**src/rtl/stencil_advection_3d_unit_macros.svh**
```systemverilog
// Assertion helpers for the advection stencil unit
`ifndef STENCIL_ADVECTION_3D_UNIT_MACROS_SVH
`define STENCIL_ADVECTION_3D_UNIT_MACROS_SVH

// same-cycle implication
`define SA3D_ASSERT_NOW(lbl, clk, rstn, ante, cons) \
  lbl: assert property (@(posedge clk) disable iff (!rstn) (ante) |-> (cons)) \
    else $error("sa3d same-cycle check failed");

// next-cycle implication
`define SA3D_ASSERT_NEXT(lbl, clk, rstn, ante, cons) \
  lbl: assert property (@(posedge clk) disable iff (!rstn) (ante) |=> (cons)) \
    else $error("sa3d next-cycle check failed");

`endif

```
**src/rtl/sa3d_pkg.sv**
```systemverilog
`default_nettype none
package sa3d_pkg;

  localparam int FIELD_W = 32;
  localparam int CFG_AW  = 3;
  localparam int CFG_DW  = 32;

  localparam logic [CFG_AW-1:0] CFG_GRID_NX = 3'd0;
  localparam logic [CFG_AW-1:0] CFG_GRID_NY = 3'd1;
  localparam logic [CFG_AW-1:0] CFG_GRID_NZ = 3'd2;
  localparam logic [CFG_AW-1:0] CFG_INV_DX  = 3'd3;
  localparam logic [CFG_AW-1:0] CFG_INV_DY  = 3'd4;
  localparam logic [CFG_AW-1:0] CFG_INV_DZ  = 3'd5;

  // neighbor read order
  localparam logic [2:0] NB_E     = 3'd0;
  localparam logic [2:0] NB_W     = 3'd1;
  localparam logic [2:0] NB_N     = 3'd2;
  localparam logic [2:0] NB_S     = 3'd3;
  localparam logic [2:0] NB_B     = 3'd4;
  localparam logic [2:0] NB_COUNT = 3'd5;

  localparam logic [1:0] TERM_X = 2'd0;
  localparam logic [1:0] TERM_Y = 2'd1;
  localparam logic [1:0] TERM_Z = 2'd2;

  localparam logic [1:0] PH_MAG = 2'd0;
  localparam logic [1:0] PH_LO  = 2'd1;
  localparam logic [1:0] PH_HI  = 2'd2;
  localparam logic [1:0] PH_ACC = 2'd3;

  typedef struct packed {
    logic       capture;
    logic       addr_calc;
    logic       rd_en;
    logic [2:0] rd_idx;
    logic       cap_en;
    logic [2:0] cap_idx;
    logic       mem_wr;
    logic       mul_en;
    logic [1:0] mul_term;
    logic [1:0] mul_phase;
    logic       out_load;
    logic       rc_setup;
    logic       rc_iter;
    logic       rc_last;
  } sa3d_cmd_t;

  typedef struct packed {
    logic emit;
    logic inner;
    logic irregular;
  } sa3d_stat_t;

endpackage
`default_nettype wire

```
**src/rtl/sa3d_ctrl.sv**
```systemverilog
`default_nettype none
module sa3d_ctrl #(
  parameter int DIV_STEPS = 22
) (
  input  wire                    clk,
  input  wire                    rst_n,
  input  wire                    in_valid,
  output logic                   in_ready,
  output logic                   out_valid,
  input  wire                    out_ready,
  input  wire                    cfg_we,
  input  sa3d_pkg::sa3d_stat_t   stat,
  output sa3d_pkg::sa3d_cmd_t    cmd
);

  localparam int DIV_W = $clog2(DIV_STEPS);

  typedef enum logic [2:0] {
    S_IDLE, S_ADDR, S_FETCH, S_MUL, S_OUT, S_RC_WAIT, S_RC_SETUP, S_RC_DIV
  } state_t;

  state_t           state_r;
  logic [2:0]       step_r;
  logic [1:0]       term_r;
  logic [1:0]       phase_r;
  logic [DIV_W-1:0] div_cnt_r;
  logic             rc_pend_r;
  logic             out_valid_r;
  logic             accept;
  logic             rc_busy;

  assign out_valid = out_valid_r;
  assign in_ready  = (state_r == S_IDLE) && !rc_pend_r;
  assign accept    = in_valid && in_ready;
  assign rc_busy   = (state_r == S_RC_WAIT) || (state_r == S_RC_SETUP) ||
                     (state_r == S_RC_DIV);

  always_comb begin
    cmd = '0;
    case (state_r)
      S_IDLE: begin
        cmd.capture = accept;
      end
      S_ADDR: begin
        cmd.addr_calc = 1'b1;
      end
      S_FETCH: begin
        cmd.rd_en   = step_r < sa3d_pkg::NB_COUNT;
        cmd.rd_idx  = step_r;
        cmd.cap_en  = step_r != sa3d_pkg::NB_E;
        cmd.cap_idx = step_r - 3'd1;
        cmd.mem_wr  = step_r == sa3d_pkg::NB_COUNT;
      end
      S_MUL: begin
        cmd.mul_en    = 1'b1;
        cmd.mul_term  = term_r;
        cmd.mul_phase = phase_r;
      end
      S_OUT: begin
        cmd.out_load = !out_valid_r || out_ready;
      end
      S_RC_SETUP: begin
        cmd.rc_setup = 1'b1;
      end
      S_RC_DIV: begin
        cmd.rc_iter = 1'b1;
        cmd.rc_last = div_cnt_r == DIV_W'(DIV_STEPS - 1);
      end
      default: begin
        cmd = '0;
      end
    endcase
  end

  always_ff @(posedge clk) begin
    if (!rst_n) begin
      state_r     <= S_IDLE;
      step_r      <= '0;
      term_r      <= '0;
      phase_r     <= '0;
      div_cnt_r   <= '0;
      rc_pend_r   <= 1'b0;
      out_valid_r <= 1'b0;
    end else begin
      case (state_r)
        S_IDLE: begin
          if (rc_pend_r) begin
            state_r   <= S_RC_WAIT;
            rc_pend_r <= 1'b0;
          end else if (accept) begin
            state_r <= S_ADDR;
          end
        end
        S_ADDR: begin
          state_r <= S_FETCH;
          step_r  <= '0;
        end
        S_FETCH: begin
          if (step_r == sa3d_pkg::NB_COUNT) begin
            if (stat.irregular) begin
              rc_pend_r <= 1'b1;
            end
            if (!stat.emit) begin
              state_r <= S_IDLE;
            end else if (stat.inner) begin
              state_r <= S_MUL;
              term_r  <= sa3d_pkg::TERM_X;
              phase_r <= sa3d_pkg::PH_MAG;
            end else begin
              state_r <= S_OUT;
            end
          end else begin
            step_r <= step_r + 3'd1;
          end
        end
        S_MUL: begin
          if (phase_r == sa3d_pkg::PH_ACC) begin
            phase_r <= sa3d_pkg::PH_MAG;
            if (term_r == sa3d_pkg::TERM_Z) begin
              state_r <= S_OUT;
            end else begin
              term_r <= term_r + 2'd1;
            end
          end else begin
            phase_r <= phase_r + 2'd1;
          end
        end
        S_OUT: begin
          if (cmd.out_load) begin
            state_r <= S_IDLE;
          end
        end
        S_RC_WAIT: begin
          state_r <= S_RC_SETUP;
        end
        S_RC_SETUP: begin
          state_r   <= S_RC_DIV;
          div_cnt_r <= '0;
        end
        S_RC_DIV: begin
          if (cmd.rc_last) begin
            state_r <= S_IDLE;
          end else begin
            div_cnt_r <= div_cnt_r + DIV_W'(1);
          end
        end
        default: begin
          state_r <= S_IDLE;
        end
      endcase

      // a register write restarts the window index recompute, or queues it when none is running
      if (cfg_we) begin
        if (rc_busy) begin
          state_r <= S_RC_WAIT;
        end else begin
          rc_pend_r <= 1'b1;
        end
      end

      if (cmd.out_load) begin
        out_valid_r <= 1'b1;
      end else if (out_ready) begin
        out_valid_r <= 1'b0;
      end
    end
  end

endmodule
`default_nettype wire

```
**config.mk**
```make
export PLATFORM = sky130hd
export DESIGN_NAME = sa3d_ctrl
export DESIGN_NICKNAME = d
export VERILOG_FILES = /design/src/rtl/stencil_advection_3d_unit_macros.svh /design/src/rtl/sa3d_pkg.sv /design/src/rtl/sa3d_ctrl.sv
export SDC_FILE = /design/constraint.sdc
export NUM_CORES = 1
export LEC_CHECK = 0
export BUFFER_PORTS_ARGS = -buffer_cell sky130_fd_sc_hd__buf_2
export CAP_MARGIN = 20
export CORE_ASPECT_RATIO = 0.5
export CORE_UTILIZATION = 39
export DETAILED_ROUTE_END_ITERATION = 8
export GPL_TIMING_DRIVEN = 0
export SLEW_MARGIN = 20
export SYNTH_ARGS = -nofsm -noshare
export SYNTH_HDL_FRONTEND = slang
export SYNTH_SLANG_ARGS = --single-unit
```
**constraint.sdc**
```tcl
create_clock -name clk -period 2.1 [get_ports clk]
set_input_delay 0.105 -clock clk [delete_from_list [all_inputs] [get_ports clk]]
set_output_delay 0.105 -clock clk [all_outputs]
set_load 0.03 [all_outputs]
```
==> results.sh <==
export IMPL_status="finished, final reports clean"
export IMPL_cts_root_buf="clkbuf_8"
export IMPL_synth_area_leader_cell="dfxtp_1"
export IMPL_core_sq_mm=0.00267
export IMPL_grt_pass1_vias=872
export IMPL_maxSlewHeadroom_pct=66.4
export IMPL_synth_cell_types=41
export IMPL_hold_viol_final=0
export IMPL_syn_nets=160
export IMPL_setup_viol=0
export IMPL_ys_warnings_count=0
export IMPL_cts_tree="done"
export IMPL_crit_path_end_kind="primary output"
export IMPL_areaGrowthSynthToFinish_pct=21.8
export IMPL_crit_arrival_ps=1770
export IMPL_grt_pass1_wl_microns=4070
export IMPL_fin_cells=214
export IMPL_drt_vias_per_instance=5.12
export IMPL_p_leak_nw=0.604
export IMPL_synth_area_sq_mm=0.00112
export IMPL_synth_top_family_by_area="simple AND/OR/NAND/NOR gates"
export IMPL_cts_htree_levels=1
export IMPL_n_antenna_cell=0
export IMPL_grt_start_max_net_pins=11
export IMPL_r2r_setup_slack_ps=510
export IMPL_fmax_mhz=533
export IMPL_yosys_area_share_simple_pct=30.3
export IMPL_syn_inst=144
export IMPL_rsz0062_at_grt="no"
export IMPL_die_w_microns=78.0
export IMPL_synth_xor_area_share_pct=0.779
export IMPL_cts_buffers_inserted=3
export IMPL_avgSynthCellArea_sq_um=7.81
export IMPL_period_minus_slack_ps=1880
export IMPL_tns_ps=0
export IMPL_p_per_area_mw_per_mm2=951
export IMPL_dp_cells=210
export IMPL_fill_cells=282
export IMPL_routed_wl_microns=2580
export IMPL_finalNetCount=194
export IMPL_rows=13
export IMPL_drtAntennaViolNets=0
export IMPL_dieHeight_microns=40.0
export IMPL_drtIter0Drc=48
export IMPL_synth_area_leaders="dfxtp_1, ha_1, a21oi_1, nor2_1, nand2_1"
export IMPL_multi_input_area_sq_um=708
export IMPL_worst_pin_slew_ps=504
export IMPL_synth_compound_area_share_pct=20.6
export IMPL_regArea_sq_um=340
export IMPL_dr_pass1_iters=4
export IMPL_grt_total_usage_pct=17.7
export IMPL_drive_above_1_share_pct=25.4
export IMPL_ir_worst_vdd_v=0.000449
export IMPL_muxShareOfSynthArea_pct=1.89
export IMPL_io_buffers=29
export IMPL_power_total_mw=1.30
export IMPL_dr_total_vias=1095
export IMPL_synth_edff_count=0
export IMPL_hold_path_class="in2reg"
export IMPL_cts_sinks=17
export IMPL_dieArea_sq_mm=0.00312
export IMPL_critPathMaxFanout=10
export IMPL_synthAdderAreaFrac_pct=8.90
export IMPL_place_gp_congestion=0.775
export IMPL_ys_seq_elements=17
export IMPL_drc_errors=0
export IMPL_yosysMostFrequentCell="nor2_1"
export IMPL_drv_cap=0
export IMPL_ys_seq_area_share_pct=30.3
export IMPL_slew_viol_final=0
export IMPL_yosys_top_cells_count="nor2_1, dfxtp_1, a21oi_1"
export IMPL_grt_ovfl_total=0
export IMPL_startpoint_type="flip-flop"
export IMPL_crit_type="reg2out"
export IMPL_synth_main_ff_cell="dfxtp_1"
export IMPL_synth_async_reset_ratio_pct=0
export IMPL_wl_per_cell_microns=12.1
export IMPL_skew_ps=8.19
export IMPL_antenna_found_initial=0
export IMPL_io_pins=30
export IMPL_start_util_pct=42.2
export IMPL_clk_path_buf_depth=2
export IMPL_min_period_over_period_pct=89.3
export IMPL_dp_hpwl_microns=1990
export IMPL_path_clk_slew_ps=80
export IMPL_holdWs_ps=75.9
export IMPL_yosysTopAreaCellShare_pct=30.3
export IMPL_required_ps=2000
export IMPL_clock_latency_ps=260
metrics by stage:
step | cell area (sq um) | util [%] | setup slack, ps
2_1_floorplan | 1130 | - | 252
3_3_place_gp | 1320 | 49.6 | 380
3_5_place_dp | 1320 | 49.6 | 385
4_1_cts | 1370 | 51.3 | 90.4
5_1_grt | 1370 | 51.4 | 125
6_report | 1370 | 51.4 | 225
placed cells by master, fill, tap and decap left out, drive strengths merged, types with 2 or more instances in the layout:
cell     n
ha       8
buf     32
and2     4
nand3    5
a21o     2
a21oi   15
nand2   12
o22ai    2
nor3b    2
a211oi   2
a22oi    2
inv     11
o21ai    4
and3     5
a31oi    3
clkbuf   6
nand2b   3
dfxtp   17
nor2    19
nor3     5
or3      2
worst paths after layout:
check,from,cells after the start,end
min,stat[0],3,rc_pend_r
max,state_r[0],4,cmd[4]
min reg2reg,step_r[1],2,step_r[1]
max reg2reg,step_r[1],6,step_r[2]
kinds of logic (layout without fill, tap and decap cells):
family	after synthesis	in the layout
AND/OR/NAND/NOR	63	63
buffers and inverters	17	50
flip-flops	17	17
multiplexers	2	2
adder cells (fa/ha/maj)	8	8
XOR/XNOR	1	1
AO/OA/AOI/OAI	36	36
power breakdown:
| part | internal, mW | leakage (nW) | switching (mW) |
|---|---|---|---|
| Clock | 0.132 | 0.0255 | 0.123 |
| Sequential | 0.359 | 0.138 | 0.0560 |
| Combinational | 0.233 | 0.441 | 0.400 |
| Total | 0.724 | 0.604 | 0.579 |
repair_timing:
action,4_1_cts,5_1_grt
resized for setup,0,2
endpoints found under the hold margin,0,0
buffers inserted,0,0
setup endpoints to repair,0,4
hold buffers,0,0
area by class of cell:
class	count	area share (%)
Buffer	6	3.11
Clock buffer	3	3.01
Clock inverter	1	0.365
Inverter	11	3.01
Multi-Input combinational cell	110	51.7
Sequential cell	17	24.8
Tap cell	37	3.38
Timing Repair Buffer	29	10.6
worst max-delay path, stage by stage (launching register included):
cell,delay (ps)
dfxtp_1,430
clkbuf_2,270
clkbuf_1,380
and3_1,230
buf_2,200
metal layers:
metal	vias up	GRT usage (%)	wire length, microns
li1	570	-	-
met1	493	23.4	1340
met2	28	28.1	1080
met3	4	6.14	136
met4	0	4.63	32
met5	-	0	0
flip-flops by register name, summed over array words and instances, names as in the netlist:
signal     flops
div_cnt_r      5
state_r        3
step_r         3
phase_r        2
term_r         2
out_valid      1
rc_pend_r      1
Note: power is estimated with default switching activity, not from simulation.
